## config.mk

```make
export PLATFORM = sky130hd
export DESIGN_NAME = huff_back
export DESIGN_NICKNAME = d
export VERILOG_FILES = /design/src/rtl/huff_pkg.sv /design/src/rtl/huff_back.sv
export SDC_FILE = /design/constraint.sdc
export NUM_CORES = 1
export LEC_CHECK = 0
export BUFFER_PORTS_ARGS = -buffer_cell sky130_fd_sc_hd__buf_2
export CORE_ASPECT_RATIO = 0.75
export CORE_MARGIN = 2
export CORE_UTILIZATION = 55
export DETAILED_ROUTE_END_ITERATION = 10
export PLACE_DENSITY = 0.75
export SLEW_MARGIN = 20
export SYNTH_ARGS = -nofsm -noshare
export SYNTH_HDL_FRONTEND = slang
export SYNTH_SLANG_ARGS = --single-unit
```

## constraint.sdc

```tcl
create_clock -name clk_i -period 5.7 [get_ports clk_i]
set_clock_uncertainty 0.1 [all_clocks]
set_input_delay 0.855 -clock clk_i [delete_from_list [all_inputs] [get_ports clk_i]]
set_output_delay 0.855 -clock clk_i [all_outputs]
set_load 0.05 [all_outputs]
```

## src/rtl/huff_pkg.sv

```systemverilog
package huff_pkg;

  localparam logic OP_LOAD   = 1'b0;
  localparam logic OP_ENCODE = 1'b1;

  localparam int BYTE_W  = 8;
  localparam int CODE_W  = 32;
  localparam int LEN_W   = 6;
  localparam int PEND_W  = 7;
  localparam int ACC_W   = PEND_W + CODE_W;
  localparam int CNT_W   = 6;
  localparam int VBITS_W = 4;
  localparam int TOTAL_W = 32;

  localparam int QUEUE_DEPTH = 4;
  localparam int QPTR_W      = 2;

  typedef struct packed {
    logic              opcode;
    logic [7:0]        symbol;
    logic [CODE_W-1:0] code_bits;
    logic [LEN_W-1:0]  code_length;
    logic              end_of_stream;
  } in_word_t;

  typedef struct packed {
    logic [BYTE_W-1:0]  packed_byte;
    logic [VBITS_W-1:0] valid_bits;
    logic               last;
    logic [TOTAL_W-1:0] total_bits;
    logic               error;
  } out_word_t;

  // classified item handed from the front to the packer
  typedef struct packed {
    logic              is_load;
    logic              err;
    logic              eos;
    logic [CODE_W-1:0] code;
    logic [LEN_W-1:0]  len;
  } entry_t;

endpackage

```

## src/rtl/huff_back.sv

```systemverilog
module huff_back (
  input  logic                clk_i,
  input  logic                rst_ni,
  input  logic                q_empty_i,
  input  huff_pkg::entry_t    q_head_i,
  output logic                q_pop_o,
  output logic                out_valid_o,
  input  logic                out_stall_i,
  output huff_pkg::out_word_t out_word_o
);

  logic                          busy_q, busy_d;
  logic                          ld_q, ld_d;
  logic                          err_q, err_d;
  logic                          eos_q, eos_d;
  logic [huff_pkg::ACC_W-1:0]    acc_q, acc_d;
  logic [huff_pkg::CNT_W-1:0]    cnt_q, cnt_d;
  logic [huff_pkg::TOTAL_W-1:0]  total_q, total_d;
  logic                          out_valid_q, out_valid_d;
  huff_pkg::out_word_t           out_q, out_d;

  always_comb begin
    logic                          out_free;
    logic                          emit;
    logic                          done;
    logic                          pop;
    logic [huff_pkg::CNT_W-1:0]    cnt_e;
    logic [huff_pkg::CNT_W-1:0]    cnt_n;
    logic [huff_pkg::TOTAL_W-1:0]  base_total;
    logic [huff_pkg::TOTAL_W:0]    sum;
    logic [huff_pkg::TOTAL_W-1:0]  tot_n;
    logic [huff_pkg::PEND_W-1:0]   pend;
    logic [huff_pkg::ACC_W-1:0]    acc_n;
    logic                          has_out;
    huff_pkg::out_word_t           res;

    out_free = !out_valid_q || !out_stall_i;
    emit     = 1'b0;
    done     = 1'b0;
    cnt_e    = cnt_q;
    res      = '0;

    if (busy_q && out_free) begin
      emit = 1'b1;
      if (ld_q) begin
        done           = 1'b1;
        res.last       = 1'b1;
        res.total_bits = total_q;
        res.error      = err_q;
      end else if (cnt_q >= huff_pkg::CNT_W'(8)) begin
        cnt_e           = cnt_q - huff_pkg::CNT_W'(8);
        done            = (cnt_e < huff_pkg::CNT_W'(8)) && !(eos_q && (cnt_e != '0));
        res.packed_byte = 8'(acc_q >> cnt_e);
        res.valid_bits  = huff_pkg::VBITS_W'(8);
        res.last        = done;
        res.total_bits  = total_q;
      end else begin
        // flush of the partial byte at end of stream
        cnt_e           = '0;
        done            = 1'b1;
        res.packed_byte = 8'(acc_q[7:0] << (4'd8 - cnt_q[3:0]));
        res.valid_bits  = huff_pkg::VBITS_W'(cnt_q);
        res.last        = 1'b1;
        res.total_bits  = total_q;
      end
    end

    base_total = (emit && done && eos_q) ? '0 : total_q;
    pop        = (!busy_q || (emit && done)) && !q_empty_i;
    q_pop_o    = pop;

    pend  = acc_q[huff_pkg::PEND_W-1:0] &
            huff_pkg::PEND_W'((8'd1 << cnt_e[2:0]) - 8'd1);
    acc_n = (huff_pkg::ACC_W'(pend) << q_head_i.len) | huff_pkg::ACC_W'(q_head_i.code);
    cnt_n = cnt_e + huff_pkg::CNT_W'(q_head_i.len);
    sum   = {1'b0, base_total} + (huff_pkg::TOTAL_W + 1)'(q_head_i.len);
    tot_n = sum[huff_pkg::TOTAL_W] ? '1 : sum[huff_pkg::TOTAL_W-1:0];
    has_out = (cnt_n >= huff_pkg::CNT_W'(8)) || (q_head_i.eos && (cnt_n != '0));

    busy_d  = busy_q && !(emit && done);
    ld_d    = ld_q;
    err_d   = err_q;
    eos_d   = eos_q;
    acc_d   = acc_q;
    cnt_d   = cnt_e;
    total_d = base_total;

    if (pop) begin
      if (q_head_i.is_load) begin
        busy_d = 1'b1;
        ld_d   = 1'b1;
        err_d  = q_head_i.err;
        eos_d  = 1'b0;
        acc_d  = huff_pkg::ACC_W'(pend);
      end else begin
        busy_d  = has_out;
        ld_d    = 1'b0;
        err_d   = 1'b0;
        eos_d   = q_head_i.eos;
        acc_d   = acc_n;
        cnt_d   = cnt_n;
        total_d = (!has_out && q_head_i.eos) ? '0 : tot_n;
      end
    end

    out_valid_d = out_valid_q;
    out_d       = out_q;
    if (emit) begin
      out_valid_d = 1'b1;
      out_d       = res;
    end else if (!out_stall_i) begin
      out_valid_d = 1'b0;
    end
  end

  always_ff @(posedge clk_i or negedge rst_ni) begin
    if (!rst_ni) begin
      busy_q      <= 1'b0;
      ld_q        <= 1'b0;
      cnt_q       <= '0;
      total_q     <= '0;
      out_valid_q <= 1'b0;
    end else begin
      busy_q      <= busy_d;
      ld_q        <= ld_d;
      cnt_q       <= cnt_d;
      total_q     <= total_d;
      out_valid_q <= out_valid_d;
    end
  end

  always_ff @(posedge clk_i) begin
    err_q <= err_d;
    eos_q <= eos_d;
    acc_q <= acc_d;
    out_q <= out_d;
  end

  assign out_valid_o = out_valid_q;
  assign out_word_o  = out_q;

  a_idle_partial: assert property (@(posedge clk_i) disable iff (!rst_ni)
    !busy_q |-> cnt_q < huff_pkg::CNT_W'(8))
    else $error("packer idle with a full byte pending");

  a_busy_has_work: assert property (@(posedge clk_i) disable iff (!rst_ni)
    (busy_q && !ld_q) |-> (cnt_q >= huff_pkg::CNT_W'(8) || (eos_q && cnt_q != '0)))
    else $error("packer busy with nothing to emit");

  a_status_last: assert property (@(posedge clk_i) disable iff (!rst_ni)
    (out_valid_q && out_q.valid_bits == '0) |-> out_q.last)
    else $error("status word without last");

endmodule

```

### Yosys cells after proc, flatten, opt, wreduce, memory -nomap -nowiden

Cells that the tools add are included.

* input bits: 45
* output and inout bits: 48
* flip-flop bits (word level): 128

* multiplexer cells: 22
* add/sub/neg operators: 5
* eq/ne operators: 1
* reduce and logical (&&, ||, !) cells: 24
* $lt $le $gt $ge: 3
* bitwise logic cells: 3
* shift-type cells: 4

Operator list (count)
* $mux W32: 5
* $mux W45: 1
* $or A39 B32 Y39: 1
* $shl A7 B6 Y39: 1
* $shr A39 B6 Y8: 1
* $add A32 B6 Y33: 1
* $mux W33: 1
* $mux W6: 5
* $ge A6 B4 Y1 const B: 2
* $reduce_bool A6 Y1: 2
* $logic_and A1 B1 Y1: 9
* $mux W1: 9
* $shl A8 B4 Y8: 1
* $and A7 B7 Y7: 1
* $logic_not A1 Y1: 7
* $mux W7: 1
* $shl A1 B3 Y7 const A: 1
* $sub A7 B1 Y7 const B: 1
* $add A6 B6 Y6: 1
* $lt A6 B4 Y1 const B: 1
* $sub A6 B4 Y6 const B: 1
* $sub A4 B4 Y4 const A: 1
* $logic_or A1 B1 Y1: 3
* $reduce_or A3 Y1: 1
* 4 further kinds: 4

### Logic depth before layout (Yosys ltp)

* depth in word-level cells: 16
* mapped depth: 21

### Worst setup path before layout

Ideal clock, no wire load.

* path type: register -> register
* from: register cnt_q[0] in the netlist's numbering
* to: register total_q[24] in the netlist's numbering
* stages on the path, launching flop included: 21
* clock period less this slack: 4.602 ns
* data arrival time: 4.360 ns
* setup time: 0.142 ns
* data required time: 5.458 ns
* setup slack: 1.098 ns
* cells stage by stage: dfrtp_1 -> buf_6 -> buf_2 -> clkinv_1 -> clkbuf_1 -> ha_1 -> or2b_1 -> nor3_2 -> o311ai_1 -> buf_6 -> clkbuf_1 -> and2_1 -> ha_1 -> fa_1 -> a211o_1 -> a21oi_1 -> nor2_1 -> nand4_2 -> nor2_2 -> o31ai_1 -> a211oi_1

* cells in the longest elaborated chain, start to end: 16
* elaborated cells between the ends (all ways): 30
* classes of those cells: 3 x add/sub; 3 x order compare; 11 x mux; 13 x reduce/logical

RTL lines
* start, declared: line huff_back.sv:17 `logic [huff_pkg::CNT_W-1:0] cnt_q, cnt_d;`
* start signal, assigned: line huff_back.sv:126 `cnt_q <= cnt_d;`
* branches (longest 15 deep; another with $add A32 B6 Y33)
* $mux W32 (*): line huff_back.sv:88 `if (pop) begin`
* net total_d, one bit: line huff_back.sv:18 `logic [huff_pkg::TOTAL_W-1:0] total_q, total_d;`
* end signal, assigned: line huff_back.sv:127 `total_q <= total_d;`
* end, declared: line huff_back.sv:18

Mark *: on every way through the listed nets, which the timed path passes.
A chain may end at the register's enable or synchronous reset.

### Worst setup path in the final report

* from: register cnt_q[3] in the netlist's numbering
* to: register total_q[14] in the netlist's numbering

The elaborated chain is that of the path after synthesis.

==> impl_results.rst <==
.. list-table::
   :header-rows: 1

   * - Metric
     - Value
   * - Run status
     - completed
   * - Core area
     - 0.0158 sq mm
   * - Fraction of the yosys area taken by sequential cells
     - 41.4%
   * - Fin. max-slew vios
     - 0
   * - Residual antenna-violating net count after detailed routing
     - 0
   * - Total Routed Length
     - 23.6 mm
   * - Net count, final
     - 1012
   * - Clk sinks
     - 128
   * - Routed vias
     - 7729
   * - # Max-Cap Violations
     - 0
   * - Detailed Place HPWL
     - 16.8 mm
   * - Starting density of the core
     - 55.6%
   * - DR vias/cell
     - 6.58
   * - Number of buffers on the longest clock path
     - 2
   * - Global Route Usage Sum
     - 28.5%
   * - Reg area
     - 0.00364 sq mm
   * - First-pass iteration count of the detailed router
     - 6
   * - Setup repair after global routing missed its margin
     - false
   * - Static leakage
     - 3.81 nW
   * - Antenna violations before repair
     - 0
   * - Clock tree from TritonCTS
     - built
   * - EDFF count, synth
     - 87
   * - Total number of H-tree levels
     - 4
   * - Residual DRC count
     - 0
   * - Slew of the pin with the lowest slew margin
     - 0.978 ns
   * - Main flop type after synthesis
     - sky130_fd_sc_hd__edfxtp_1
   * - Crit Path Max Fanout
     - 31
   * - Post-CTS Resized
     - 0
   * - TNS Setup
     - 0 ns
   * - Total global routing overflow
     - 0
   * - Type of destination of the critical path
     - register
   * - FMAX
     - 215 MHz
   * - Main area contributors after synthesis
     - sky130_fd_sc_hd__edfxtp_1 30%, sky130_fd_sc_hd__dfrtp_1 12%, sky130_fd_sc_hd__mux4_2 6.1%
   * - Layout-stage area growth over the synthesis result
     - 12.5%
   * - Yosys warning count
     - 0
   * - Insertion delay of the later-clocked pin in the worst-skew pair
     - 0.43 ns
   * - Maximum number of pins on one net before global-route repair
     - 80
   * - Crit Path Category
     - register to register
   * - List of most frequent post-synthesis cells
     - 87 x sky130_fd_sc_hd__edfxtp_1, 77 x sky130_fd_sc_hd__nand2_1, 75 x sky130_fd_sc_hd__nor2_1, 61 x sky130_fd_sc_hd__a21oi_1, 52 x sky130_fd_sc_hd__o21ai_0
   * - Count of distinct cell types in the synthesized netlist
     - 88
   * - Die width
     - 150 um
   * - Worst hold path class
     - register to register
   * - Row Count
     - 40
   * - Post-CTS setup repair buffer count
     - 0
   * - Power density cells
     - 550 mW/mm^2
   * - Die Height
     - 114 um
   * - First-pass GRT wire length
     - 37.3 mm
   * - Avg WL per Cell
     - 20.1 um
   * - Post-synth design cell area
     - 0.00880 sq mm
   * - Finished Core Util
     - 62.6%
   * - Leading cell type by number of instances after synthesis
     - sky130_fd_sc_hd__edfxtp_1
   * - Relative slew slack
     - 34.8%
   * - Cell chosen for the clock root
     - sky130_fd_sc_hd__clkbuf_16
   * - Number of clock buffers inserted by TritonCTS
     - 17
   * - Synth area leader
     - sky130_fd_sc_hd__edfxtp_1
   * - Hold violation count in the final report
     - 0
   * - Floorplan die area
     - 0.0170 sq mm
   * - Synthesized area per cell
     - 9.92 sq um
   * - GP Congestion
     - 0.929
   * - Ratio of final minimum period to clock period
     - 81.5%
   * - Diode count
     - 0
   * - Final min period
     - 4.65 ns
   * - Total nets after synthesis
     - 948
   * - Layout cell share with drive strength beyond 1
     - 22.1%
   * - Largest voltage drop on the vdd net
     - 0.000298 V
   * - CTS clock-pin slew for the worst setup and hold paths
     - 0.06 ns
   * - Count of buffers from port buffering
     - 92
   * - Combined area of the multi-input logic cells
     - 0.00474 sq mm
   * - I/O pin total
     - 93
   * - Total setup violations reported at the end of the flow
     - 0
   * - Quantity of hold-fixing buffers added after cts
     - 0
   * - Category of the worst setup path launch point
     - register
   * - Iteration-0 DRC count of the detailed router
     - 1306
   * - Number of flip-flops and latches in the synthesized netlist
     - 128
   * - Vias in the first global route
     - 6794
   * - Post-Syn Instances
     - 887
   * - Filler Cells Inserted
     - 1344
   * - FFs w/ async S/R, synth
     - 32.0%
   * - Arrival time reported for the critical path endpoint
     - 4.88 ns
   * - Req. time, crit path
     - 5.94 ns
   * - Area share of the largest cell type after synthesis
     - 29.7%
final timing paths:
check                                     start                     to  slack (ns)  cells past startpoint
max reg2reg                  cnt_q[3]$_DFF_PN0_  total_q[14]$_DFF_PN0_        1.05                     16
max                          cnt_q[3]$_DFF_PN0_  total_q[14]$_DFF_PN0_        1.05                     16
min in group asynchronous                rst_ni  total_q[22]$_DFF_PN0_        0.49                      1
min                        total_q[4]$_DFF_PN0_   total_q[4]$_DFF_PN0_        0.40                      2
max in group asynchronous                rst_ni     cnt_q[1]$_DFF_PN0_        4.34                      1
min reg2reg                total_q[4]$_DFF_PN0_   total_q[4]$_DFF_PN0_        0.40                      2
flip-flops by register name, indices dropped and copies added (netlist names):
| signal | cells |
|---|---|
| cnt_q | 6 |
| out_word_o | 46 |
| err_q | 1 |
| busy_q | 1 |
| out_valid_o | 1 |
| acc_q | 39 |
| total_q | 32 |
| eos_q | 1 |
| ld_q | 1 |
worst max-delay path, cell delays in order, from the launching register on:
cell                       delay, ns
sky130_fd_sc_hd__dfrtp_1        0.34
sky130_fd_sc_hd__buf_4          0.34
sky130_fd_sc_hd__ha_1           0.21
sky130_fd_sc_hd__nor4b_4        0.33
sky130_fd_sc_hd__nor2_4         0.08
sky130_fd_sc_hd__o311ai_2       0.26
sky130_fd_sc_hd__buf_4          0.24
sky130_fd_sc_hd__and2_1         0.15
sky130_fd_sc_hd__ha_1           0.20
sky130_fd_sc_hd__fa_1           0.25
sky130_fd_sc_hd__a211o_1        0.16
sky130_fd_sc_hd__a21oi_1        0.11
sky130_fd_sc_hd__nor2_1         0.45
sky130_fd_sc_hd__nand4_2        0.38
sky130_fd_sc_hd__nor2_2         0.53
sky130_fd_sc_hd__o21ai_0        0.17
sky130_fd_sc_hd__a211oi_1       0.26
final cells by class:
cell class	count	area share, %
Multi-Input combinational cell	676	47.9
Sequential cell	128	36.8
Timing Repair Buffer	106	5.71
Clock buffer	18	4.55
Tap cell	210	2.65
Clock inverter	14	1.58
Inverter	22	0.834
per-layer routing:
layer  global-route usage [%]  share of wire, %  vias up
met4                     6.92               1.1        0
li1                         -                 -     3520
met1                     46.8                47     3682
met5                        0                 0        -
met3                     6.72                12       29
met2                     37.3                40      498
where the power goes:
part	leakage, nW	switching [mW]	internal [mW]
Combinational	2.13	1.83	0.971
Sequential	1.40	0.211	1.32
Clock	0.284	0.435	0.673
Total	3.81	2.47	2.97
layout by cell type (no fill, tap or decap), types with 5 or more instances in the layout:
master,synthesis,routed
sky130_fd_sc_hd__buf_4,2,14
sky130_fd_sc_hd__a21oi_1,61,61
sky130_fd_sc_hd__or3_1,6,6
sky130_fd_sc_hd__a21o_1,7,7
sky130_fd_sc_hd__edfxtp_1,87,87
sky130_fd_sc_hd__a31oi_1,11,11
sky130_fd_sc_hd__and4_1,5,5
sky130_fd_sc_hd__mux4_2,24,24
sky130_fd_sc_hd__nand2b_1,5,5
sky130_fd_sc_hd__nor3b_1,6,6
sky130_fd_sc_hd__clkinv_4,0,5
sky130_fd_sc_hd__o211ai_1,5,5
sky130_fd_sc_hd__dfrtp_1,41,39
sky130_fd_sc_hd__nand4_1,18,18
sky130_fd_sc_hd__nor3_1,19,19
sky130_fd_sc_hd__o31ai_1,6,6
sky130_fd_sc_hd__a211o_1,5,5
sky130_fd_sc_hd__nor2b_1,10,10
sky130_fd_sc_hd__ha_1,14,14
sky130_fd_sc_hd__a32oi_1,6,6
sky130_fd_sc_hd__o22ai_1,9,9
sky130_fd_sc_hd__nor4_1,7,7
sky130_fd_sc_hd__nand2_1,77,77
sky130_fd_sc_hd__nor2_1,75,75
sky130_fd_sc_hd__o21a_1,7,6
sky130_fd_sc_hd__buf_2,12,92
sky130_fd_sc_hd__and2_1,46,46
sky130_fd_sc_hd__and3_1,11,11
sky130_fd_sc_hd__o221ai_1,7,7
sky130_fd_sc_hd__mux2i_1,33,33
sky130_fd_sc_hd__a211oi_1,19,19
sky130_fd_sc_hd__o21ai_0,52,52
sky130_fd_sc_hd__inv_1,20,19
sky130_fd_sc_hd__clkbuf_16,0,18
sky130_fd_sc_hd__mux2_2,11,11
sky130_fd_sc_hd__nand3_1,26,26
cells by family after synthesis:
group	synth area share (%)
AOI/OAI and AO/OA	17.9
xor gates and xnor gates	0.882
adders and majority gates	2.45
buffers and inverters	4.88
DFF	41.4
muxes	11.3
and+or+nand+nor	21.2
through the flow:
step / worst slack, ns / cell area [sq um] / cells / hold WS [ns] / power [mW]
after floorplan: 1.10 / 8800 / 887 / 0.355 / 3.72
after global placement: 1.09 / 9290 / 1142 / 0.382 / 4.25
after detailed placement: 0.831 / 9290 / 1142 / 0.393 / 4.29
after CTS: 1.18 / 9900 / 1174 / 0.409 / 5.40
after global routing: 0.755 / 9900 / 1174 / 0.423 / 5.74
final: 1.05 / 9900 / 1174 / 0.401 / 5.44
Power figures use the tool's default switching activity.
