## src/rtl/huff_pkg.sv

```systemverilog
package huff_pkg;

  localparam logic OP_LOAD   = 1'b0;
  localparam logic OP_ENCODE = 1'b1;

  localparam int BYTE_W  = 8;
  localparam int CODE_W  = 32;
  localparam int LEN_W   = 6;
  localparam int PEND_W  = 7;
  localparam int ACC_W   = PEND_W + CODE_W;
  localparam int CNT_W   = 6;
  localparam int VBITS_W = 4;
  localparam int TOTAL_W = 32;

  localparam int QUEUE_DEPTH = 4;
  localparam int QPTR_W      = 2;

  typedef struct packed {
    logic              opcode;
    logic [7:0]        symbol;
    logic [CODE_W-1:0] code_bits;
    logic [LEN_W-1:0]  code_length;
    logic              end_of_stream;
  } in_word_t;

  typedef struct packed {
    logic [BYTE_W-1:0]  packed_byte;
    logic [VBITS_W-1:0] valid_bits;
    logic               last;
    logic [TOTAL_W-1:0] total_bits;
    logic               error;
  } out_word_t;

  // classified item handed from the front to the packer
  typedef struct packed {
    logic              is_load;
    logic              err;
    logic              eos;
    logic [CODE_W-1:0] code;
    logic [LEN_W-1:0]  len;
  } entry_t;

endpackage

```

## src/rtl/huff_queue.sv

```systemverilog
module huff_queue (
  input  logic             clk_i,
  input  logic             rst_ni,
  input  logic             push_i,
  input  huff_pkg::entry_t push_word_i,
  output logic             full_o,
  input  logic             pop_i,
  output logic             empty_o,
  output huff_pkg::entry_t head_o
);

  huff_pkg::entry_t slot_q [huff_pkg::QUEUE_DEPTH];

  logic [huff_pkg::QPTR_W-1:0] wr_ptr_q, rd_ptr_q;
  logic [huff_pkg::QPTR_W:0]   fill_q;

  assign full_o  = fill_q == (huff_pkg::QPTR_W + 1)'(huff_pkg::QUEUE_DEPTH);
  assign empty_o = fill_q == '0;
  assign head_o  = slot_q[rd_ptr_q];

  always_ff @(posedge clk_i) begin
    if (push_i) begin
      slot_q[wr_ptr_q] <= push_word_i;
    end
  end

  always_ff @(posedge clk_i or negedge rst_ni) begin
    if (!rst_ni) begin
      wr_ptr_q <= '0;
      rd_ptr_q <= '0;
      fill_q   <= '0;
    end else begin
      if (push_i) begin
        wr_ptr_q <= wr_ptr_q + huff_pkg::QPTR_W'(1);
      end
      if (pop_i) begin
        rd_ptr_q <= rd_ptr_q + huff_pkg::QPTR_W'(1);
      end
      case ({push_i, pop_i})
        2'b10:   fill_q <= fill_q + (huff_pkg::QPTR_W + 1)'(1);
        2'b01:   fill_q <= fill_q - (huff_pkg::QPTR_W + 1)'(1);
        default: fill_q <= fill_q;
      endcase
    end
  end

endmodule

```

## config.mk

```make
export PLATFORM = sky130hd
export DESIGN_NAME = huff_queue
export DESIGN_NICKNAME = d
export VERILOG_FILES = /design/src/rtl/huff_pkg.sv /design/src/rtl/huff_queue.sv
export SDC_FILE = /design/constraint.sdc
export NUM_CORES = 1
export LEC_CHECK = 0
export BUFFER_PORTS_ARGS = -buffer_cell sky130_fd_sc_hd__buf_2
export CORE_ASPECT_RATIO = 1.5
export CORE_UTILIZATION = 53
export CTS_CLUSTER_SIZE = 12
export DETAILED_ROUTE_END_ITERATION = 6
export PLACE_DENSITY = 0.71
export SYNTH_ARGS = -nofsm -noshare
export SYNTH_HDL_FRONTEND = slang
export SYNTH_SLANG_ARGS = --single-unit
```

## constraint.sdc

```tcl
create_clock -name clk_i -period 5.5 [get_ports clk_i]
set_input_delay 1.1 -clock clk_i [delete_from_list [all_inputs] [get_ports clk_i]]
set_output_delay 1.1 -clock clk_i [all_outputs]
set_load 0.1 [all_outputs]
```

## Word level (Yosys, flattened, before mapping)

Memories as Yosys holds them, arrays and structs flattened.
Index checks and enable logic that the tools add are counted.
W data, S select, Z words.

| storage, ports and cells | value |
|---|---|
| memories kept | 1 |
| memory bits (writable) | 164 |
| register bits | 7 |
| bits of input ports | 45 |
| output and inout port bits | 43 |

Memories:

| name | words | width | rd ports | clocked after memory_dff | wr ports | RTL line | source |
|---|---|---|---|---|---|---|---|
| slot_q | 4 | 41 | 1 | 0 | 1 | huff_queue.sv:12 | `huff_pkg::entry_t slot_q [huff_pkg::QUEUE_DEPTH];` |

| cells by class | value |
|---|---|
| mux-type cells | 3 |
| equality and inequality tests | 3 |
| reductions and logical operators | 2 |
| add/sub/neg operators | 4 |

Operators with widths:

| cell | number |
|---|---|
| $pmux W3 S2 | 1 |
| $add A2 B1 Y2 const B | 2 |
| $add A3 B1 Y3 const B | 1 |
| $eq A3 B3 Y1 const B | 1 |
| $logic_not A3 Y1 | 1 |
| $sub A3 B1 Y3 const B | 1 |
| $eq A2 B1 Y1 const B | 1 |
| $eq A2 B2 Y1 const B | 1 |
| $mux W1 | 2 |
| $reduce_bool A2 Y1 | 1 |

## Logic depth before layout (Yosys ltp)

Gate-level depths: netlist (run 1).

| depth | value |
|---|---|
| depth after elaboration | 2 |
| mapped depth | 7 |
| depth with buffers taken out | 7 |

## Least setup slack after synthesis (run 1)

No wires, ideal clock.

| timing path | value |
|---|---|
| path type | register to output |
| start | register fill_q[0] in the netlist's numbering |
| end | output empty_o |
| data required time | 4,400 ps |
| arrival time | 2,465 ps |
| path slack | 1,935 ps |
| stages on the path, launching flop included | 2 |
| path buffers | 0 |
| path through | dfrtp_1 -> nor3_1 |

| between the ends | value |
|---|---|
| cells in the longest elaborated chain, start to end | 1 |

RTL lines:

| what | RTL line | source |
|---|---|---|
| start: declaration | huff_queue.sv:15 | `logic [huff_pkg::QPTR_W:0] fill_q;` |
| start signal: assignment | huff_queue.sv:40 | `2'b10: fill_q <= fill_q + (huff_pkg::QPTR_W + 1)'(1);` |
| start signal: assignment | huff_queue.sv:41 | `2'b01: fill_q <= fill_q - (huff_pkg::QPTR_W + 1)'(1);` |
| start signal: assignment | huff_queue.sv:42 | `default: fill_q <= fill_q;` |
| $logic_not A3 Y1 | huff_queue.sv:18 | `assign empty_o = fill_q == '0;` |
| end: declaration | huff_queue.sv:8 | `output logic empty_o,` |

No other way between the ends.

==> flow_summary.rst, run 1 <==
.. list-table::
   :header-rows: 1

   * - Metric
     - Value
   * - Normalized max-slew margin
     - 25.0%
   * - Finish-stage setup viols
     - 0
   * - Height of the die
     - 136 um
   * - Combined area of all synthesized cells
     - 6370 um2
   * - Startpoint Class
     - flop
   * - Slew Limit Fails
     - 0
   * - Max incr delay on CP
     - 1.00 ns
   * - Async set-reset flop share out of synthesis
     - 4.09%
   * - Syn nets
     - 303
   * - Data required time of the critical path
     - 4.40 ns
   * - I/O pin cnt
     - 88
   * - Fmax
     - 287 MHz
   * - Fraction of the cycle the final worst path needs
     - 63.3%
   * - All-Layer GR Usage
     - 17.2%
   * - MaxCap Viol Count
     - 0
   * - Die ar.
     - 12,500 um2
   * - Worst Tran Pin Value
     - 1.12 ns
   * - Worst Skew
     - 0.00445 ns
   * - Final worst setup slack
     - 2.02 ns
   * - Routed wire per std cell
     - 19.1 um
   * - HPWL Detailed
     - 5.58 mm
   * - Synth Warn #
     - 0
   * - Core outline area
     - 11,600 um2
   * - Category of the worst setup path capture point
     - output port
   * - Pre-CTS worst setup slack
     - 2.39 ns
   * - Accumulated negative setup slack
     - 0 ns
   * - Synthesized instance count
     - 252
   * - Crit path max fanout
     - 43
   * - Fraction of layout cells with a size suffix above 1
     - 44.6%
   * - Clock latency reported for the late side of the worst-skew pair
     - 0.41 ns
   * - Cell with the largest stage delay on the worst path
     - sky130_fd_sc_hd__dfrtp_4
   * - Largest net degree at the start of global routing
     - 44
   * - Area growth from synthesis to layout
     - 17.2%
   * - Post-detailed-route DRC marker count
     - 0
   * - Data arrival at the endpoint of the critical path
     - 2.38 ns
   * - Predominant post-synthesis flop cell
     - sky130_fd_sc_hd__edfxtp_1
   * - Clock Sinks
     - 171
   * - First-pass detailed-route iteration total
     - 4
   * - Ranking of synthesized cells by instance count
     - 164 x sky130_fd_sc_hd__edfxtp_1, 38 x sky130_fd_sc_hd__mux4_2, 7 x sky130_fd_sc_hd__dfrtp_1
   * - Die W
     - 91.5 um
   * - Number of global-route vias before repair
     - 2,923
   * - Sequential share of the synthesized area
     - 80.1%
   * - Kind of critical path
     - reg -> out
   * - Total wirelength of the detailed-routed design
     - 9.82 mm
   * - Num CTS Buffers
     - 17
   * - Delay-heaviest family, CP
     - flip-flops
   * - Most area-consuming cells after synthesis
     - sky130_fd_sc_hd__edfxtp_1 77%, sky130_fd_sc_hd__mux4_2 13%, sky130_fd_sc_hd__dfrtp_1 2.8%
   * - First-pass GRT wire length
     - 15.2 mm
   * - Clock edge transition at the registers on the reported setup and hold paths
     - 0.06 ns
   * - EDFF count, synth
     - 164
   * - Area share of the leading cell type in the synthesized netlist
     - 77.3%
   * - Post CTS Setup Buffer Count
     - 0
   * - Number of buffers added to fix hold violations after cts
     - 0
   * - Maximum root-to-sink buffer count
     - 2
   * - Total overflow reported by the global router
     - 0
   * - CTS tree
     - done
   * - Count of buffers inserted at the top-level ports
     - 87
   * - Count of nets left with antenna violations after detail routing
     - 0
   * - Vias
     - 2,789
   * - Post-CTS sizing
     - 0
   * - Iter 0 DRT Violations
     - 133
   * - RSZ-0062 raised after global routing
     - no
   * - Critical path buffers and inverters
     - 1
   * - FP Rows
     - 48
   * - Run status
     - finished, final reports clean
   * - Final nets
     - 399
   * - Distinct cells, synth
     - 19
   * - Dominant cell type by area after synthesis
     - sky130_fd_sc_hd__edfxtp_1
   * - Number of storage elements in the synthesis netlist
     - 171
   * - Routed vias/inst
     - 5.44
   * - Final Critical Period
     - 3.48 ns
   * - Clock root buffer
     - sky130_fd_sc_hd__clkbuf_16
   * - Path class of the lowest-slack min-delay path
     - reg -> reg
   * - Most used standard cell by instance count after synthesis
     - sky130_fd_sc_hd__edfxtp_1
   * - GP Congestion
     - 0.689
   * - Antenna violations before repair
     - 1
   * - Mean Syn Cell Area
     - 25.3 um2
   * - Maximum level of the CTS H-tree
     - 4
   * - Effective utilization at floorplan
     - 54.9%
   * - Final hold viol count
     - 0
   * - Crit path cell chain
     - mux4_1 > buf_2
   * - Final worst hold slack
     - 0.484 ns
## cell usage in the layout, fill, tap and decap left out, types with 2 or more instances in the layout
cell                         count
sky130_fd_sc_hd__diode_2         2
sky130_fd_sc_hd__edfxtp_1      164
sky130_fd_sc_hd__o21ai_0         2
sky130_fd_sc_hd__xor2_1          4
sky130_fd_sc_hd__ha_1            5
sky130_fd_sc_hd__nand2_1         3
sky130_fd_sc_hd__bufinv_16       2
sky130_fd_sc_hd__inv_1           6
sky130_fd_sc_hd__xnor2_1         2
sky130_fd_sc_hd__clkbuf_16      17
sky130_fd_sc_hd__inv_6           2
sky130_fd_sc_hd__buf_2          87
sky130_fd_sc_hd__clkinv_2        3
sky130_fd_sc_hd__clkinvlp_4      2
sky130_fd_sc_hd__clkinv_4        4
sky130_fd_sc_hd__dfrtp_1         5
sky130_fd_sc_hd__and2_2          4
sky130_fd_sc_hd__mux4_2         38
sky130_fd_sc_hd__mux4_1          3
## routing by layer
layer	track usage, %	routed length [um]	vias to the layer above
met5	0	0	-
met4	6.79	113	0
met3	5.93	457	8
met2	29.7	5270	62
met1	19.7	3980	1459
li1	-	-	1260
## final cells by class
cell class              count  area, um2
flip-flops and latches    171       5100
fillers                   771       4120
multi-input cells          65       1140
repair buffers             87        435
clock buffers              18        429
well taps                 150        188
clock inverters            14        146
inverters                   6       22.5
diodes                      2       5.00
## through the flow
stage          instance area [um2]  util (%)  std cells
2_1_floorplan                 6370         -        252
3_3_place_gp                  6890      59.4        479
3_5_place_dp                  6890      59.4        479
4_1_cts                       7460      64.4        511
5_1_grt                       7460      64.4        511
6_report                      7470      64.4        513
## registers in the layout, summed over array words and instances (netlist names)
register and flops:
fill_q 3, rd_ptr_q 2, slot_q 164, wr_ptr_q 2
## cells by family after synthesis
group | after synthesis | synth area share (%)
AND/OR/NAND/NOR | 10 | 0.805
XOR/XNOR | 6 | 0.825
flip-flops | 171 | 80.1
multiplexers | 41 | 14.7
AO/OA/AOI/OAI | 2 | 0.157
buffers and inverters | 16 | 2.16
adder cells (fa/ha/maj) | 6 | 1.30
## final timing paths
kind | start | to | slack [ns] | cells past startpoint
max reg2reg | wr_ptr_q[0] | slot_q[2][16] | 3.55 | 3
min reg2reg | fill_q[2] | fill_q[2] | 0.48 | 1
max | rd_ptr_q[0] | head_o[40] | 2.02 | 2
min | fill_q[2] | fill_q[2] | 0.48 | 1
max in group asynchronous | rst_ni | rd_ptr_q[0] | 4.80 | 1
min in group asynchronous | rst_ni | fill_q[2] | 0.52 | 1
## worst register-to-register path, cell delays in order, from the launching register on
cell and delay (ns):
sky130_fd_sc_hd__dfrtp_1 0.42, sky130_fd_sc_hd__inv_1 0.10, sky130_fd_sc_hd__ha_1 0.14, sky130_fd_sc_hd__and2_2 0.89
Power of run 1 is left out: the tool's default activity adds up to more than one toggle a clock period on the data nets, which glitch-free logic cannot reach.
==> run 2: changes to the inputs <==
--- a/config.mk
+++ b/config.mk
@@ -7,10 +7,10 @@
 export LEC_CHECK = 0
 export BUFFER_PORTS_ARGS = -buffer_cell sky130_fd_sc_hd__buf_2
 export CORE_ASPECT_RATIO = 1.5
-export CORE_UTILIZATION = 53
+export CORE_UTILIZATION = 51
 export CTS_CLUSTER_SIZE = 12
 export DETAILED_ROUTE_END_ITERATION = 6
-export PLACE_DENSITY = 0.71
+export PLACE_DENSITY = 0.72
 export SYNTH_ARGS = -nofsm -noshare
 export SYNTH_HDL_FRONTEND = slang
 export SYNTH_SLANG_ARGS = --single-unit
==> constraint.sdc (replaced) <==
create_clock -name clk_i -period 2.9 [get_ports clk_i]
set_input_delay 0.58 -clock clk_i [delete_from_list [all_inputs] [get_ports clk_i]]
set_output_delay 0.58 -clock clk_i [all_outputs]
set_load 0.1 [all_outputs]
==> run 2 against run 1 <==
Against the previous run: design area up 1.4%; critical path depth up 1; routed wire length rose by 6.0%; worst setup slack worse by 1.8 ns; flip-flop and latch count is the same; utilization shrank 1.7 points; register-to-register slack got worse by 2.4 ns; critical path type unchanged; highest routed layer unchanged.
==> flow_summary.rst, run 2 (synthesis gave the netlist of run 1 again) <==
.. list-table::
   :header-rows: 1

   * - Metric
     - Value
   * - Count of nets left with antenna violations after detail routing
     - 0 (unchanged)
   * - RSZ-0062 raised after global routing
     - no
   * - Worst hold endpoint
     - slot_q[0][26]
   * - Critical path buffers and inverters
     - 2 (+1)
   * - Effective utilization at floorplan
     - 52.7% (-2.2 points)
   * - FP Rows
     - 49 (+2.1%)
   * - Total wirelength of the detailed-routed design
     - 10.4 mm (+6.0%)
   * - Count of buffers inserted at the top-level ports
     - 87 (unchanged)
   * - Normalized max-slew margin
     - 58.9% (+34 points)
   * - Vias
     - 2,882 (+3.3%)
   * - Fraction of the cycle the final worst path needs
     - 92.8%
   * - Clock latency reported for the late side of the worst-skew pair
     - 0.41 ns (about the same)
   * - Maximum root-to-sink buffer count
     - 2 (unchanged)
   * - Routed vias/inst
     - 5.51 (+1.4%)
   * - Max incr delay on CP
     - 0.59 ns (-0.41 ns)
   * - Top register by number of flip-flops
     - slot_q
   * - Post-CTS sizing
     - 0 (unchanged)
   * - R2R depth
     - 4 (+1)
   * - Finish-stage setup viols
     - 0 (unchanged)
   * - CTS tree
     - done
   * - Commonest cells after routing, fill and taps aside
     - 164 x sky130_fd_sc_hd__edfxtp_1, 87 x sky130_fd_sc_hd__buf_2, 38 x sky130_fd_sc_hd__mux4_2
   * - Die ar.
     - 12,900 um2 (+3.8%)
   * - Category of the worst setup path capture point
     - output port
   * - First-pass GRT wire length
     - 16.0 mm (+4.9%)
   * - Routed wire per std cell
     - 19.9 um (+4.0%)
   * - Final hold viol count
     - 0 (unchanged)
   * - Startpoint of the worst hold path
     - push_word_i[26]
   * - Maximum level of the CTS H-tree
     - 4 (unchanged)
   * - Number of cells on the worst hold path
     - 1 (unchanged)
   * - Worst Tran Pin Value
     - 0.617 ns (-0.507 ns)
   * - Die W
     - 93.2 um (+1.9%)
   * - HPWL Detailed
     - 6.25 mm (+12%)
   * - Clock Sinks
     - 171 (unchanged)
   * - Number of global-route vias before repair
     - 2,982 (+2.0%)
   * - Registers with the most flip-flops
     - slot_q (164), fill_q (3)
   * - Slew Limit Fails
     - 0 (unchanged)
   * - Fmax
     - 372 MHz
   * - Cell with the largest stage delay on the worst path
     - sky130_fd_sc_hd__dfrtp_4
   * - Run status
     - finished, final reports clean
   * - Iter 0 DRT Violations
     - 131 (-1.5%)
   * - Worst Skew
     - 0.00602 ns (+0.00157 ns)
   * - Total overflow reported by the global router
     - 0 (unchanged)
   * - End of the worst register-to-register path
     - slot_q[2][10]
   * - Crit path cell chain
     - buf_4 > mux4_2 > buf_2
   * - GP Congestion
     - 0.695 (+0.80%)
   * - Kind of critical path
     - reg -> out
   * - Crit path max fanout
     - 12 (-72%)
   * - Num CTS Buffers
     - 17 (unchanged)
   * - Final nets
     - 408 (+2.3%)
   * - Fraction of layout cells with a size suffix above 1
     - 45.4% (+0.81 points)
   * - Data arrival at the endpoint of the critical path
     - 2.11 ns (-0.27 ns)
   * - Final Critical Period
     - 2.69 ns
   * - Clock edge transition at the registers on the reported setup and hold paths
     - 0.06 ns (about the same)
   * - Most frequent standard cell in the layout excluding fill and tap cells
     - sky130_fd_sc_hd__edfxtp_1
   * - Core outline area
     - 12,100 um2 (+4.2%)
   * - Largest net degree at the start of global routing
     - 29 (-34%)
   * - I/O pin cnt
     - 88 (unchanged)
   * - R2r startpoint
     - wr_ptr_q[0]
   * - Pre-CTS worst setup slack
     - 0.422 ns (-1.97 ns)
   * - Count of inserted antenna diode cells
     - 0 (-2)
   * - Register-to-register setup slack
     - 1.12 ns (-2.43 ns)
   * - Clock root buffer
     - sky130_fd_sc_hd__clkbuf_16
   * - Height of the die
     - 139 um (+1.9%)
   * - Post-detailed-route DRC marker count
     - 0 (unchanged)
   * - Antenna violations before repair
     - 0 (-1)
   * - Startpoint Class
     - flop
   * - Accumulated negative setup slack
     - 0 ns (unchanged)
   * - Path class of the lowest-slack min-delay path
     - in -> reg
   * - Data required time of the critical path
     - 2.32 ns (-2.08 ns)
   * - MaxCap Viol Count
     - 0 (unchanged)
   * - Area growth from synthesis to layout
     - 18.9%
   * - First-pass detailed-route iteration total
     - 4 (unchanged)
   * - Delay-heaviest family, CP
     - flip-flops
   * - All-Layer GR Usage
     - 17.3% (+0.10 points)
   * - Max reg flops
     - 164 (unchanged)
   * - Final worst setup slack
     - 0.210 ns (-1.81 ns)
-- run 2: cell count changes in the layout (fill, tap and decap cells not counted), sizes merged --
cell,before,now
buf,87,95
bufinv,2,0
clkinvlp,2,3
diode,2,0
dlygate4sd3,0,1
inv,8,9
-- run 2: cell type report --
type,instances,area [um2]
Fill cell,825,4500
Sequential cell,171,5100
Clock buffer,18,429
Timing Repair Buffer,96,588
Multi-Input combinational cell,65,1140
Tap cell,153,191
Clock inverter,14,96.3
Inverter,6,22.5
-- run 2: per-stage QoR --
stage          utilization (%)  std cells  instance area (um2)  hold WS [ns]
4_1_cts                   62.7        523                 7570         0.362
2_1_floorplan                -        252                 6370         0.284
6_report                  62.7        523                 7570         0.376
3_5_place_dp              58.1        489                 7020         0.427
3_3_place_gp              58.1        489                 7020         0.430
5_1_grt                   62.7        523                 7570         0.358
-- run 2: worst max-delay path by stage --
stage	start	endpoint	slack [ns]	cells after the start
4_1_cts	rd_ptr_q[0]	head_o[18]	0.16	3
5_1_grt	rd_ptr_q[0]	head_o[18]	0.11	3
3_3_place_gp	rd_ptr_q[0]	head_o[18]	0.44	3
2_1_floorplan	fill_q[0]	empty_o	0.70	1
6_report	rd_ptr_q[0]	head_o[18]	0.21	3
3_5_place_dp	rd_ptr_q[0]	head_o[18]	0.42	3
-- run 2: worst reg2reg max path, delay by kind of cell (launching register included) --
| family | cells | cell delay [ns] |
|---|---|---|
| buffers and inverters | 2 | 0.36 |
| AND/OR/NAND/NOR | 1 | 0.55 |
| flip-flops | 1 | 0.42 |
| adder cells (fa/ha/maj) | 1 | 0.14 |
-- run 2: routing by layer --
metal | GRT usage [%] | vias to the layer above | part of all wire [%]
met1 | 21.2 | 1537 | 40
met5 | 0 | - | 0
met3 | 4.33 | 8 | 4.1
li1 | - | 1264 | -
met2 | 28.8 | 73 | 55
met4 | 8.18 | 0 | 1.4
-- run 2: timing repair --
item,4_1_cts,5_1_grt
hold buffers,1,0
setup buffers,1,0
hold endpoints to repair,7,0
setup endpoints to repair,1,0
Power of run 2 is left out for the same reason.
==> run 3: changes to the inputs <==
==> constraint.sdc (replaced) <==
create_clock -name clk_i -period 2.45 [get_ports clk_i]
set_input_delay 0.49 -clock clk_i [delete_from_list [all_inputs] [get_ports clk_i]]
set_output_delay 0.49 -clock clk_i [all_outputs]
set_load 0.1 [all_outputs]
==> run 3 against run 2 <==
Against the previous run: sequential share of layout area shrank 1.4 points; worst hold slack lost 0.085 ns; critical path type unchanged; largest cell class unchanged; final cell count grew 0.96%; critical path depth is the same; via count grew 1.2%; die area is the same; register-to-register slack lost 0.34 ns; routed wire length grew 1.4%; utilization grew 1.3 points; non-clock buffer count grew 5.
==> flow_summary.rst, run 3 (synthesis gave the netlist of run 1 again) <==
.. list-table::
   :header-rows: 1

   * - Metric
     - Value
   * - Commonest cells after routing, fill and taps aside
     - 164 x sky130_fd_sc_hd__edfxtp_1, 56 x sky130_fd_sc_hd__buf_2, 39 x sky130_fd_sc_hd__mux4_2
   * - Total overflow reported by the global router
     - 0 (unchanged)
   * - Crit path max fanout
     - 11 (-1)
   * - Routed vias/inst
     - 5.52 (+0.22%)
   * - Height of the die
     - 139 um (unchanged)
   * - Fraction of the cycle the final worst path needs
     - 97.6%
   * - Clock edge transition at the registers on the reported setup and hold paths
     - 0.06 ns (about the same)
   * - Final hold viol count
     - 0 (unchanged)
   * - Num CTS Buffers
     - 17 (unchanged)
   * - FP Rows
     - 49 (unchanged)
   * - Clock latency reported for the late side of the worst-skew pair
     - 0.41 ns (about the same)
   * - Antenna violations before repair
     - 1 (+1)
   * - All-Layer GR Usage
     - 17.7% (+0.36 points)
   * - Number of global-route vias before repair
     - 3,075 (+3.1%)
   * - Worst Tran Pin Value
     - 0.494 ns (-0.122 ns)
   * - HPWL Detailed
     - 6.54 mm (+4.6%)
   * - Data arrival at the endpoint of the critical path
     - 1.90 ns (-0.21 ns)
   * - Clock Sinks
     - 171 (unchanged)
   * - Finish-stage setup viols
     - 0 (unchanged)
   * - Vias
     - 2,916 (+1.2%)
   * - Count of inserted antenna diode cells
     - 0 (unchanged)
   * - Path class of the lowest-slack min-delay path
     - in -> reg
   * - Top register by number of flip-flops
     - slot_q
   * - First-pass GRT wire length
     - 16.5 mm (+3.5%)
   * - Count of buffers inserted at the top-level ports
     - 87 (unchanged)
   * - Routed wire per std cell
     - 20.0 um (+0.42%)
   * - MaxCap Viol Count
     - 0 (unchanged)
   * - Effective utilization at floorplan
     - 52.7% (unchanged)
   * - Worst Skew
     - 0.00670 ns (+0.000677 ns)
   * - Met1 global-route usage
     - 22.1% (+0.88 points)
   * - Final nets
     - 413 (+1.2%)
   * - Accumulated negative setup slack
     - 0 ns (unchanged)
   * - Data required time of the critical path
     - 1.96 ns (-0.36 ns)
   * - Area growth from synthesis to layout
     - 21.5%
   * - Met3 layer usage reported by global route
     - 4.22% (-0.11 points)
   * - Fmax
     - 418 MHz
   * - Fraction of layout cells with a size suffix above 1
     - 47.2% (+1.8 points)
   * - First-pass detailed-route iteration total
     - 7 (+3)
   * - GP Congestion
     - 0.662 (-4.7%)
   * - Largest net degree at the start of global routing
     - 43 (+48%)
   * - Total wirelength of the detailed-routed design
     - 10.6 mm (+1.4%)
   * - Most frequent standard cell in the layout excluding fill and tap cells
     - sky130_fd_sc_hd__edfxtp_1
   * - Die ar.
     - 12,900 um2 (unchanged)
   * - Maximum level of the CTS H-tree
     - 4 (unchanged)
   * - Die W
     - 93.2 um (unchanged)
   * - Most congested layer reported by global routing
     - met2
   * - Count of nets left with antenna violations after detail routing
     - 0 (unchanged)
   * - Kind of critical path
     - reg -> out
   * - Final Critical Period
     - 2.39 ns
   * - Normalized max-slew margin
     - 67.3% (+8.4 points)
   * - GR Util met2
     - 30.0% (+1.2 points)
   * - Max reg flops
     - 164 (unchanged)
   * - Post-detailed-route DRC marker count
     - 0 (unchanged)
   * - Slew Limit Fails
     - 0 (unchanged)
   * - CTS tree
     - done
   * - Clock root buffer
     - sky130_fd_sc_hd__clkbuf_16
   * - Run status
     - finished, final reports clean
   * - Startpoint Class
     - flop
   * - Core outline area
     - 12,100 um2 (unchanged)
   * - I/O pin cnt
     - 88 (unchanged)
   * - Category of the worst setup path capture point
     - output port
   * - Registers with the most flip-flops
     - slot_q (164), fill_q (3)
   * - Maximum root-to-sink buffer count
     - 2 (unchanged)
   * - Iter 0 DRT Violations
     - 166 (+27%)
[run 3: cell count changes in the layout (fill, tap and decap cells not counted), moves of 2 or more]
cell and delta:
sky130_fd_sc_hd__buf_2 -31, sky130_fd_sc_hd__buf_4 +34, sky130_fd_sc_hd__buf_6 +2, sky130_fd_sc_hd__bufinv_16 +2, sky130_fd_sc_hd__clkinv_1 -3, sky130_fd_sc_hd__clkinv_2 +2
[run 3: path summary, 6_finish.rpt]
kind	from	end	slack [ns]	depth (start not counted)
min in group asynchronous	rst_ni	fill_q[2]	0.46	2
worst max register to register	wr_ptr_q[0]	slot_q[0][30]	0.78	4
worst min register to register	fill_q[0]	fill_q[0]	0.52	1
worst max-delay path	rd_ptr_q[0]	head_o[27]	0.06	3
max in group asynchronous	rst_ni	rd_ptr_q[0]	1.81	2
worst min-delay path	push_word_i[3]	slot_q[3][3]	0.29	1
[run 3: metrics by stage]
stage                     hold WS (ns)  setup WS (ns)  utilization (%)  instances  cell area (um2)
after floorplan                  0.194          0.338                -        252             6370
after global placement           0.334          0.367             58.5        494             7060
after detailed placement         0.337          0.360             58.5        494             7060
after CTS                        0.275       -0.00146             63.7        527             7690
after global routing             0.279       -0.00106             64.1        528             7740
final                            0.292         0.0594             64.1        528             7740
[run 3: layout make-up]
| cell class | instances | area (um2) |
|---|---|---|
| clock buffers | 18 | 429 |
| repair buffers | 101 | 703 |
| multi-input cells | 65 | 1140 |
| flip-flops and latches | 171 | 5100 |
| inverters | 6 | 22.5 |
| fillers | 802 | 4340 |
| clock inverters | 14 | 148 |
| well taps | 153 | 191 |
[run 3: per-layer routing]
| layer | wire [um] | vias to the layer above |
|---|---|---|
| li1 | - | 1284 |
| met1 | 4250 | 1543 |
| met4 | 114 | 2 |
| met5 | 8 | - |
| met3 | 436 | 9 |
| met2 | 5750 | 78 |
[run 3: critical path, stage by stage (launching register included)]
cell                      delay (ns)
sky130_fd_sc_hd__dfrtp_4        0.49
sky130_fd_sc_hd__buf_12         0.17
sky130_fd_sc_hd__mux4_2         0.51
sky130_fd_sc_hd__buf_2          0.31
[run 3: timing repair]
action,4_1_cts,5_1_grt
setup endpoints to repair,19,21
gates resized for setup,21,24
buffers inserted,0,1
hold endpoints to repair,7,0
gates cloned,0,0
hold buffers,1,0
Power of run 3 is left out for the same reason.
